--- src/tpi_pkg.sv ---
package tpi_pkg;

    localparam int ACCEL_MS_DEF = 300;
    localparam int AXES_DEF     = 3;
    localparam int MAX_AXES     = 3;

    localparam int TIME_W = 32;
    localparam int DUR_W  = 16;
    localparam int POS_W  = 16;
    localparam int Q_W    = 16;            // quotient bits, lambda < 1 inside the move
    localparam int PROG_W = Q_W + 1;
    localparam int CFG_W  = 32;
    localparam int IDX_W  = 3;

    localparam logic [PROG_W-1:0] Q16_ONE = PROG_W'(1 << Q_W);
    localparam logic [DUR_W-1:0]  DUR_RST = DUR_W'(1000);

    typedef enum logic [2:0] {
        PH_BEFORE = 3'd0,
        PH_ACCEL  = 3'd1,
        PH_CRUISE = 3'd2,
        PH_DECEL  = 3'd3,
        PH_DONE   = 3'd4
    } t_phase;

    typedef enum logic [IDX_W-1:0] {
        REG_START = 3'd0,
        REG_DUR   = 3'd1,
        REG_SPOS0 = 3'd2,
        REG_SPOS1 = 3'd3,
        REG_SPOS2 = 3'd4,
        REG_EPOS0 = 3'd5,
        REG_EPOS1 = 3'd6,
        REG_EPOS2 = 3'd7
    } t_reg_idx;

    // per-beat tag carried down the pipe
    typedef struct packed {
        logic   valid;
        t_phase phase;
    } t_meta;

    typedef struct packed {
        logic [PROG_W-1:0]              progress;
        t_phase                         phase;
        logic [MAX_AXES-1:0][POS_W-1:0] target;
    } t_res;

endpackage

--- src/tpi_div_cell.sv ---
module tpi_div_cell #(
    parameter int DEN_W = 31
) (
    input  logic                 i_clk,
    input  logic                 i_rst_n,
    input  logic                 i_en,
    input  tpi_pkg::t_meta       i_meta,
    input  logic [DEN_W-1:0]     i_rem,
    input  logic [DEN_W-1:0]     i_den,
    input  logic [tpi_pkg::Q_W-1:0] i_quo,
    output tpi_pkg::t_meta       o_meta,
    output logic [DEN_W-1:0]     o_rem,
    output logic [tpi_pkg::Q_W-1:0] o_quo
);
    import tpi_pkg::*;

    // one restoring step: shift remainder, try subtract, shift in a quotient bit
    logic [DEN_W:0]   rem2;
    logic [DEN_W:0]   diff;
    logic             fits;
    t_meta            r_meta;
    logic [DEN_W-1:0] r_rem, n_rem;
    logic [Q_W-1:0]   r_quo, n_quo;

    always_comb begin
        rem2  = {i_rem, 1'b0};
        diff  = rem2 - {1'b0, i_den};
        fits  = (rem2 >= {1'b0, i_den});
        n_rem = fits ? diff[DEN_W-1:0] : rem2[DEN_W-1:0];
        n_quo = {i_quo[Q_W-2:0], fits};
    end

    always_ff @(posedge i_clk) begin
        if (!i_rst_n) begin
            r_meta <= '0;
        end else if (i_en) begin
            r_meta <= i_meta;
        end
    end

    always_ff @(posedge i_clk) begin
        if (i_en) begin
            r_rem <= n_rem;
            r_quo <= n_quo;
        end
    end

    assign o_meta = r_meta;
    assign o_rem  = r_rem;
    assign o_quo  = r_quo;

endmodule

--- config.mk ---
export PLATFORM = sky130hd
export DESIGN_NAME = tpi_div_cell
export DESIGN_NICKNAME = d
export VERILOG_FILES = /design/src/tpi_pkg.sv /design/src/tpi_div_cell.sv
export SDC_FILE = /design/constraint.sdc
export NUM_CORES = 1
export LEC_CHECK = 0
export BUFFER_PORTS_ARGS = -buffer_cell sky130_fd_sc_hd__buf_2
export CAP_MARGIN = 20
export CORE_UTILIZATION = 55
export CTS_CLUSTER_DIAMETER = 50
export CTS_CLUSTER_SIZE = 30
export DETAILED_ROUTE_END_ITERATION = 12
export PLACE_DENSITY = 0.87
export SYNTH_ARGS = -nofsm -noshare
export SYNTH_HDL_FRONTEND = slang
export SYNTH_SLANG_ARGS = --single-unit
--- constraint.sdc ---
create_clock -name i_clk -period 7.4 [get_ports i_clk]
set_input_delay 0.74 -clock i_clk [delete_from_list [all_inputs] [get_ports i_clk]]
set_output_delay 0.74 -clock i_clk [all_outputs]
set_load 0.05 [all_outputs]
==> impl_metrics.json <==
{
  "track_usage_pct": 25.5,
  "area_delta_synth_final_pct": 21.4,
  "yosysWarnings": 0,
  "critPathKind": "in -> reg",
  "status": "finished clean",
  "worstPathCellList": "buf_2 > inv_1 > fa_1 > a21o_1 > a221oi_2 > a31o_2 > a21o_1 > a31oi_4 > nor2_8 > inv_2 > mux2_4",
  "min_period_ns": 3.57,
  "fin_area_sq_um": 4660,
  "postCtsSetupBuffers": 0,
  "syn-cell-area_sq_um": 3830,
  "drv_cap": 0,
  "syn_nets": 523,
  "row_count": 30,
  "grt_pass1_vias": 3321,
  "place.gp.congestion": 0.879,
  "setup-tns-final_ns": 0,
  "dr_total_vias": 3416,
  "maxSlewHeadroom_pct": 57.4,
  "grt_max_degree": 55,
  "cts_inserted_buffers": 5,
  "die-area_sq_um": 7310,
  "clock_latency_ns": 0.30,
  "cts_buffer_depth": 2,
  "crit_path_end_kind": "register",
  "finClkSkew_ns": 0,
  "avgSynthCellArea_sq_um": 9.45,
  "die_x_um": 85.5,
  "synth_area_leaders": "edfxtp_1 37%, ha_1 10%, nand2_1 4.6%",
  "via_per_inst": 5.59,
  "drt.antenna.violating_nets": 0,
  "wl_per_cell_um": 15.0,
  "pre_cts_slack_ns": 3.49,
  "max_freq_mhz": 280,
  "layout_common_cells": "134 x buf_2, 47 x nand2_1, 47 x edfxtp_1",
  "nFillCells": 542,
  "netlist_instances": 406,
  "dp_hpwl_um": 7070,
  "hold_viol": 0,
  "synth_top_area_share_pct": 36.8,
  "finalSetupViolCount": 0,
  "synth_edf_count": 47,
  "cts_tree": "done",
  "drc": 0,
  "path_clk_slew_ns": 0.10,
  "dp.cells": 602,
  "hp-class": "reg -> reg",
  "grt_pass1_wl_um": 14900,
  "initial_core_util_pct": 56.8,
  "drt-pass1-iter-count": 4,
  "io_pins": 136,
  "reg2reg_slack_ns": 6.74,
  "timing.final.ws_setup_ns": 3.83,
  "power.density_nw_per_um2": 208,
  "wl_um": 9180,
  "final_common_cell": "buf_2",
  "initialDrtViolationCount": 150,
  "antennaDiodeCount": 0,
  "power.leakage_nw": 2.18,
  "drive_above_1_share_pct": 31.5,
  "port_buffers": 134,
  "path_max_fanout": 54,
  "coreArea_sq_um": 6760,
  "cp_slowest_cell": "nor2_8",
  "rsz0062_at_grt": "no",
  "synth_seq_area_share_pct": 38.9,
  "hold_buffers": 0,
  "yosys.area.top_type": "edfxtp_1",
  "die_h_um": 85.5,
  "synth_seq_cells": 51,
  "crit_arrival_ns": 3.64,
  "cp-start-kind": "input port",
  "synth_flop_cell": "edfxtp_1",
  "cp_common_cell": "a21o_1",
  "fin_nets": 647,
  "dpl-instance-area_sq_um": 4520,
  "peakVddDrop_v": 0.0000956,
  "final-max-slew-violation-count": 0,
  "cts.sinks": 51,
  "worst_pin_slew_ns": 0.639,
  "htreeDepth": 2,
  "period_share_pct": 48.3,
  "gr-total-overflow": 0,
  "synth_cell_types": 63,
  "async_flop_share_pct": 0,
  "root_buffer": "clkbuf_8",
  "antenna_found_initial": 0,
  "cp.required_ns": 7.47,
  "final_cells": 611,
  "cts_resized": 0,
  "critPathMaxStageDelay_ns": 0.50
}
## routing by layer
metal | routed length [um] | up-vias | track usage, %
li1 | - | 1720 | -
met4 | 65 | 0 | 5.61
met5 | 0 | - | 0
met3 | 498 | 6 | 3.37
met2 | 4590 | 121 | 47.1
met1 | 4030 | 1569 | 31.6
## final cells by class
class	instances	area (sq um)	area share [%]
Sequential cell	51	1490	32.0
Timing Repair Buffer	135	691	14.8
Tap cell	80	100	2.15
Inverter	39	146	3.14
Multi-Input combinational cell	298	2110	45.4
Clock buffer	5	68.8	1.48
Clock inverter	3	43.8	0.941
## synthesized netlist by cell type (3+ instances only)
cell and count:
a211oi_1 6, a21o_1 17, a21oi_1 26, a31o_2 3, a31oi_1 3, and3_1 3
buf_2 10, clkbuf_1 6, dfxtp_1 4, edfxtp_1 47, ha_1 31, inv_1 38
mux2i_1 5, nand2_1 47, nand2b_1 3, nand3_1 8, nand4_1 7, nor2_1 20
nor2b_1 6, o21ai_0 28, o21ai_1 9, o21bai_1 3, or2_2 3, xnor2_1 15
xor2_1 10
## worst paths after layout
| kind | from | endpoint | cells after the start |
|---|---|---|---|
| hold / removal | o_meta[3] | o_meta[3] | 2 |
| hold reg to reg | o_meta[3] | o_meta[3] | 2 |
| setup / recovery | i_den[0] | o_rem[21] | 11 |
| setup reg to reg | o_meta[1] | o_meta[1] | 2 |
## per-stage QoR
step           utilization (%)  power [mW]  hold slack [ns]
6_report                  68.9       0.967            0.531
5_1_grt                   68.9        1.01            0.539
4_1_cts                   68.6       0.973            0.534
3_5_place_dp              66.9       0.773            0.511
3_3_place_gp              66.9       0.765            0.493
2_1_floorplan                -       0.676            0.743
## cells by family (layout without fill, tap and decap cells)
family,Yosys count,in the layout,share of synthesized area [%]
AO/OA/AOI/OAI,124,124,22.7
XOR/XNOR,25,25,5.71
adder cells (fa/ha/maj),32,32,10.6
buffers and inverters,57,182,5.97
flip-flops,51,51,38.9
multiplexers,7,7,1.99
AND/OR/NAND/NOR,110,110,14.1
## state kept, by name, summed over array words and instances, names as in the netlist
signal  flops
o_meta      4
o_rem      31
o_quo      16
## critical path, delay by kind of cell
| family | cells | cell delay [ns] |
|---|---|---|
| buffers and inverters | 3 | 0.42 |
| AOI/OAI and AO/OA | 5 | 1.17 |
| and+or+nand+nor | 1 | 0.50 |
| adders and majority gates | 1 | 0.43 |
| muxes | 1 | 0.34 |
## report_power, final
group	internal (mW)	total, mW	switching, mW	leakage (nW)
logic	0.128	0.401	0.273	1.63
clock network	0.101	0.198	0.0975	0.0581
registers	0.360	0.368	0.00774	0.492
(Power assumes the default switching activity.)
