[src/tpi_pkg.sv]
package tpi_pkg;

    localparam int ACCEL_MS_DEF = 300;
    localparam int AXES_DEF     = 3;
    localparam int MAX_AXES     = 3;

    localparam int TIME_W = 32;
    localparam int DUR_W  = 16;
    localparam int POS_W  = 16;
    localparam int Q_W    = 16;            // quotient bits, lambda < 1 inside the move
    localparam int PROG_W = Q_W + 1;
    localparam int CFG_W  = 32;
    localparam int IDX_W  = 3;

    localparam logic [PROG_W-1:0] Q16_ONE = PROG_W'(1 << Q_W);
    localparam logic [DUR_W-1:0]  DUR_RST = DUR_W'(1000);

    typedef enum logic [2:0] {
        PH_BEFORE = 3'd0,
        PH_ACCEL  = 3'd1,
        PH_CRUISE = 3'd2,
        PH_DECEL  = 3'd3,
        PH_DONE   = 3'd4
    } t_phase;

    typedef enum logic [IDX_W-1:0] {
        REG_START = 3'd0,
        REG_DUR   = 3'd1,
        REG_SPOS0 = 3'd2,
        REG_SPOS1 = 3'd3,
        REG_SPOS2 = 3'd4,
        REG_EPOS0 = 3'd5,
        REG_EPOS1 = 3'd6,
        REG_EPOS2 = 3'd7
    } t_reg_idx;

    // per-beat tag carried down the pipe
    typedef struct packed {
        logic   valid;
        t_phase phase;
    } t_meta;

    typedef struct packed {
        logic [PROG_W-1:0]              progress;
        t_phase                         phase;
        logic [MAX_AXES-1:0][POS_W-1:0] target;
    } t_res;

endpackage

[src/tpi_axis.sv]
module tpi_axis (
    input  logic                        i_clk,
    input  logic                        i_en,
    input  logic [tpi_pkg::PROG_W-1:0]  i_lambda,
    input  logic [tpi_pkg::POS_W-1:0]   i_spos,
    input  logic [tpi_pkg::POS_W-1:0]   i_epos,
    output logic [tpi_pkg::POS_W-1:0]   o_target
);
    import tpi_pkg::*;

    localparam int PROD_W = PROG_W + 1 + POS_W + 1;

    logic signed [POS_W:0]    span;
    logic signed [PROD_W-1:0] prod;
    logic [POS_W-1:0]         r_step;
    logic [POS_W-1:0]         r_target;

    // floor(lambda*span / 2^16): arithmetic shift, only the low 16 bits survive
    always_comb begin
        span = $signed({i_epos[POS_W-1], i_epos}) - $signed({i_spos[POS_W-1], i_spos});
        prod = $signed({1'b0, i_lambda}) * span;
    end

    always_ff @(posedge i_clk) begin
        if (i_en) begin
            r_step   <= prod[Q_W +: POS_W];
            r_target <= i_spos + r_step;
        end
    end

    assign o_target = r_target;

endmodule

[config.mk]
export PLATFORM = sky130hd
export DESIGN_NAME = tpi_axis
export DESIGN_NICKNAME = d
export VERILOG_FILES = /design/src/tpi_pkg.sv /design/src/tpi_axis.sv
export SDC_FILE = /design/constraint.sdc
export NUM_CORES = 1
export LEC_CHECK = 0
export BUFFER_PORTS_ARGS = -buffer_cell sky130_fd_sc_hd__buf_2
export CORE_ASPECT_RATIO = 0.9
export CORE_MARGIN = 2
export CORE_UTILIZATION = 59
export DETAILED_ROUTE_END_ITERATION = 6
export GPL_TIMING_DRIVEN = 0
export HOLD_SLACK_MARGIN = 0.12
export PLACE_DENSITY = 0.86
export SLEW_MARGIN = 15
export SYNTH_ARGS = -nofsm -noshare
export SYNTH_HDL_FRONTEND = slang
export SYNTH_SLANG_ARGS = --single-unit
[constraint.sdc]
create_clock -name i_clk -period 8.25 [get_ports i_clk]
set_input_delay 1.65 -clock i_clk [delete_from_list [all_inputs] [get_ports i_clk]]
set_output_delay 1.65 -clock i_clk [all_outputs]
set_load 0.1 [all_outputs]
==> impl_metrics.tcl, run 1 <==
set metrics [dict create \
    outcome "finished, violations left" \
    failed_checks "negative setup slack" \
    stdcell_count 1672 \
    cts_hold_buf 0 \
    layout.cells.most_common "inv_1" \
    timing_worst_setup_path_type "in -> reg" \
    rsz0062_at_grt "true" \
    antenna_found_initial 2 \
    syn_avg_cell_area_um2 9.08 \
    grt_pass1_wl_mm 54.0 \
    synthCells 1296 \
    start_util_pct 60.9 \
    final_cell_mix "inv_1 (283), fa_1 (217), nand2_1 (137)" \
    worst_pin_slew_ns 0.864 \
    clock.fmax_ghz 0.112 \
    final_nets 1835 \
    syn_nets 1709 \
    skew_ns 0.00926 \
    nFillCells 1230 \
    vias_per_cell 6.18 \
    rr_worst_depth 11 \
    slew_violations 0 \
    critPathSlowestCell "fa_1" \
    ios 67 \
    grt_pass1_vias 10700 \
    h-tree-depth 2 \
    clock_latency_ns 0.30 \
    num_antenna_cells 0 \
    placed_cells 1610 \
    routed_wl_mm 37.4 \
    ys_types 56 \
    cp_data_arrival_time_ns 8.96 \
    hold_class "reg -> reg" \
    io_buffers 64 \
    relSlewSlack_pct 42.4 \
    first_iter_violations 874 \
    drive_gt1_share_pct 18.1 \
    end_kind "register" \
    ys_warn_count 0 \
    critPathMaxFanout 6 \
    rows 48 \
    ys_seq_area_share_pct 8.17 \
    via_count 10300 \
    clk_pin_slew_ns 0.06 \
    synth_top_cell_by_area "fa_1" \
    cpMostUsedCell "fa_1" \
    die_w_um 153 \
    worst_slack_ns -0.669 \
    hold_depth 1 \
    grt_remaining_overflow 0 \
    synth_seq_cells 32 \
    synthTopCellsByArea "fa_1 (38%), ha_1 (15%), inv_1 (9.4%)" \
    cts_sinks 32 \
    syn2layout_area_growth_pct 17.6 \
    cp_slowest_stage_delay_ns 0.56 \
    ant_nets 0 \
    synth_ff_type "edfxtp_1" \
    drtPass1Iterations 7 \
    syn_area_mm2 0.0118 \
    finalHoldViolations 0 \
    fin_crit_sh_pct 108 \
    synth_top_area_share_pct 38.3 \
    cap_violations 0 \
    drc_errors 0 \
    fp.dieArea_mm2 0.0211 \
    synth_edf_count 32 \
    wl_per_cell_um 22.4 \
    die_h_um 138 \
    grt_max_degree 33 \
    fin_util_pct 71.6 \
    dp_hpwl_mm 25.2 \
    core_area_mm2 0.0193 \
    routabilityCongestion 0.941 \
    cts_buffers 5 \
    cts-root-buf "clkbuf_16" \
    period_needed_ns 8.92 \
    grt_util_all_layers_pct 33.1 \
    cts_tree "yes" \
    startpoint_type "primary input" \
    finalSetupViolCount 14 \
    async_reset_ff_share_pct 0 \
    clock_path_buffers 2 \
    worst_ep_required_time_ns 8.29 \
]
==> metrics by stage <==
step                      TNS (ns)  hold WS (ns)  area [µm²]  setup slack, ns
after floorplan            -0.0176         0.513       11900          -0.0103
after global placement      -16.66         0.518       12500            -1.31
after detailed placement    -18.31         0.538       12500            -1.42
after CTS                    -2.14         0.555       13400           -0.328
after global routing         -8.02         0.556       13800           -0.775
final                        -6.20         0.559       13800           -0.669
==> cell type report <==
type	count	area (µm²)	share of cell area [%]
multi-input cells	925	10200	73.9
repair buffers	119	811	5.86
flip-flops and latches	32	961	6.94
clock buffers	5	125	0.904
plain buffers	43	272	1.96
well taps	250	313	2.26
inverters	296	1120	8.11
clock inverters	2	7.51	0.0542
==> synth_stat cells (12+ instances only) <==
cell type,number
inv_1,296
fa_1,225
nand2_1,144
ha_1,137
and2_1,81
nor2b_1,39
clkbuf_1,34
edfxtp_1,32
nand3_1,31
nand2b_1,29
xnor2_1,28
nor2_1,27
a21oi_1,25
and3_1,18
o21ai_0,18
a21o_1,16
mux2i_1,13
xor2_1,12
==> worst max-delay path: cells and delay by family <==
| kind | cells | cell delay [ns] |
|---|---|---|
| buffers and inverters | 7 | 0.64 |
| AOI/OAI and AO/OA | 11 | 2.15 |
| adders and majority gates | 9 | 3.85 |
| xor gates and xnor gates | 2 | 0.38 |
| and+or+nand+nor | 3 | 0.28 |
==> per-layer routing <==
layer	track usage (%)	part of all wire (%)	vias up
met5	0	0.040	-
met4	14.7	7.8	2
li1	-	-	4234
met1	40.5	34	5027
met2	57.0	47	796
met3	7.31	12	278
==> what timing repair did <==
item	in CTS	in global routing
pin swaps	47	51
buffers inserted	32	25
endpoints found under the setup margin	16	16
resized for setup	96	74
==> kinds of logic after synthesis <==
logic type                 after synthesis  share of synthesized area, %
AOI/OAI and AO/OA                      106                          5.99
xor gates and xnor gates                41                          3.12
adders and majority gates              362                          52.8
buffers and inverters                  339                          11.1
DFF                                     32                          8.17
muxes                                   17                          1.49
and+or+nand+nor                        399                          17.3
==> state kept, by name, summed over array words and instances, names as in the netlist <==
| signal | flops |
|---|---|
| r_step | 16 |
| o_target | 16 |
==> final timing paths <==
path / from / endpoint / slack, ns
hold / removal: r_step[0] / o_target[0] / 0.56
setup reg to reg: r_step[0] / o_target[14] / 4.90
setup / recovery: i_epos[0] / r_step[9] / -0.67
hold reg to reg: r_step[0] / o_target[0] / 0.56
Power of run 1 is not shown: default switching activity piles up to over one toggle a cycle in this logic, so the estimate is an artifact.
==> run 2: changes to the inputs <==
--- a/config.mk
+++ b/config.mk
@@ -13,7 +13,7 @@
 export GPL_TIMING_DRIVEN = 0
 export HOLD_SLACK_MARGIN = 0.12
 export PLACE_DENSITY = 0.86
-export SLEW_MARGIN = 15
+export SLEW_MARGIN = 30
 export SYNTH_ARGS = -nofsm -noshare
 export SYNTH_HDL_FRONTEND = slang
 export SYNTH_SLANG_ARGS = --single-unit
==> constraint.sdc (replaced) <==
create_clock -name i_clk -period 8.25 [get_ports i_clk]
set_input_delay 0.4125 -clock i_clk [delete_from_list [all_inputs] [get_ports i_clk]]
set_output_delay 0.4125 -clock i_clk [all_outputs]
set_load 0.1 [all_outputs]
==> impl_metrics.tcl, run 2 (same netlist as run 1, synthesis figures left out) <==
set metrics [dict create \
    relSlewSlack_pct 47.8 \
    fp.dieArea_mm2 0.0211 \
    antenna_found_initial 1 \
    startpoint_type "primary input" \
    critPathMaxFanout 10 \
    fin_util_pct 66.1 \
    clock.fmax_ghz 0.125 \
    dp_hpwl_mm 24.9 \
    skew_ns 0.00471 \
    via_count 9403 \
    cts_hold_buf 0 \
    outcome "complete, no violations" \
    wl_per_cell_um 19.5 \
    ios 67 \
    finalSetupViolCount 0 \
    final_nets 1786 \
    vias_per_cell 5.79 \
    layout.cells.most_common "inv_1" \
    end_kind "register" \
    period_needed_ns 8.01 \
    die_w_um 153 \
    grt_pass1_wl_mm 50.3 \
    h-tree-depth 2 \
    rows 48 \
    final_cell_mix "inv_1 (296), fa_1 (225), nand2_1 (144)" \
    drive_gt1_share_pct 8.73 \
    critPathSlowestCell "fa_1" \
    grt_util_all_layers_pct 30.7 \
    grt_pass1_vias 10000 \
    routed_wl_mm 31.7 \
    worst_ep_required_time_ns 8.28 \
    timing_worst_setup_path_type "in -> reg" \
    worst_pin_slew_ns 0.778 \
    fin_crit_sh_pct 97.1 \
    cp_slowest_stage_delay_ns 0.56 \
    hold_class "in -> reg" \
    routabilityCongestion 0.995 \
    cap_violations 0 \
    start_util_pct 60.9 \
    drtPass1Iterations 6 \
    drc_errors 0 \
    ant_nets 0 \
    clock_latency_ns 0.28 \
    slew_violations 0 \
    cts-root-buf "clkbuf_16" \
    cts_tree "yes" \
    cts_buffers 5 \
    cp_data_arrival_time_ns 8.04 \
    io_buffers 64 \
    grt_remaining_overflow 0 \
    clock_path_buffers 2 \
    syn2layout_area_growth_pct 8.57 \
    clk_pin_slew_ns 0.06 \
    core_area_mm2 0.0193 \
    die_h_um 138 \
    grt_max_degree 33 \
    first_iter_violations 864 \
    cts_sinks 32 \
    finalHoldViolations 0 \
]
run 2: critical path: cells and delay by family:
| family | cells | cell delay [ns] |
|---|---|---|
| AND/OR/NAND/NOR | 2 | 0.29 |
| AO/OA/AOI/OAI | 12 | 2.74 |
| buffers and inverters | 8 | 0.77 |
| XOR/XNOR | 1 | 0.15 |
| adder cells (fa/ha/maj) | 8 | 3.67 |
run 2: worst paths after layout:
path         slack [ns]  cells past startpoint           end  startpoint
max                0.24                     31    r_step[14]   i_spos[1]
min                0.45                      2   o_target[0]   i_spos[0]
max reg2reg        5.30                     11  o_target[14]   r_step[0]
min reg2reg        0.54                      1   o_target[0]   r_step[0]
run 2: what timing repair did:
action / 4_1_cts / 5_1_grt
buffers inserted: 1 / 7
endpoints found under the setup margin: 7 / 5
endpoints found under the hold margin: 0 / 0
pin swaps: 1 / 7
gates resized for setup: 8 / 21
gates cloned: 0 / 0
run 2: metal layers:
metal,vias up,share of wire [%],global-route usage (%)
met1,4599,38,38.9
li1,4133,-,-
met2,583,46,51.0
met5,-,0,0
met4,0,3.4,11.3
met3,88,12,8.72
run 2: final cells by class:
cell class | instances | area [µm²]
Antenna cell | 1 | 2.50
Buffer | 41 | 189
Clock buffer | 5 | 125
Clock inverter | 3 | 42.5
Fill cell | 1467 | 6560
Inverter | 296 | 1110
Multi-Input combinational cell | 925 | 9650
Sequential cell | 32 | 961
Tap cell | 250 | 313
Timing Repair Buffer | 72 | 380
run 2: per-stage QoR:
stage                     setup WS, ns  hold WS (ns)  setup TNS (ns)  cell area (µm²)  std cells
after floorplan                  0.786         0.513               0            11800       1296
after global placement          -0.661         0.521           -3.33            12400       1610
after detailed placement        -0.737         0.531           -4.07            12400       1610
after CTS                       0.0743         0.455               0            12600       1617
after global routing           -0.0752         0.458          -0.117            12800       1625
final                            0.240         0.446               0            12800       1625
Power of run 2 is left out for the same reason.
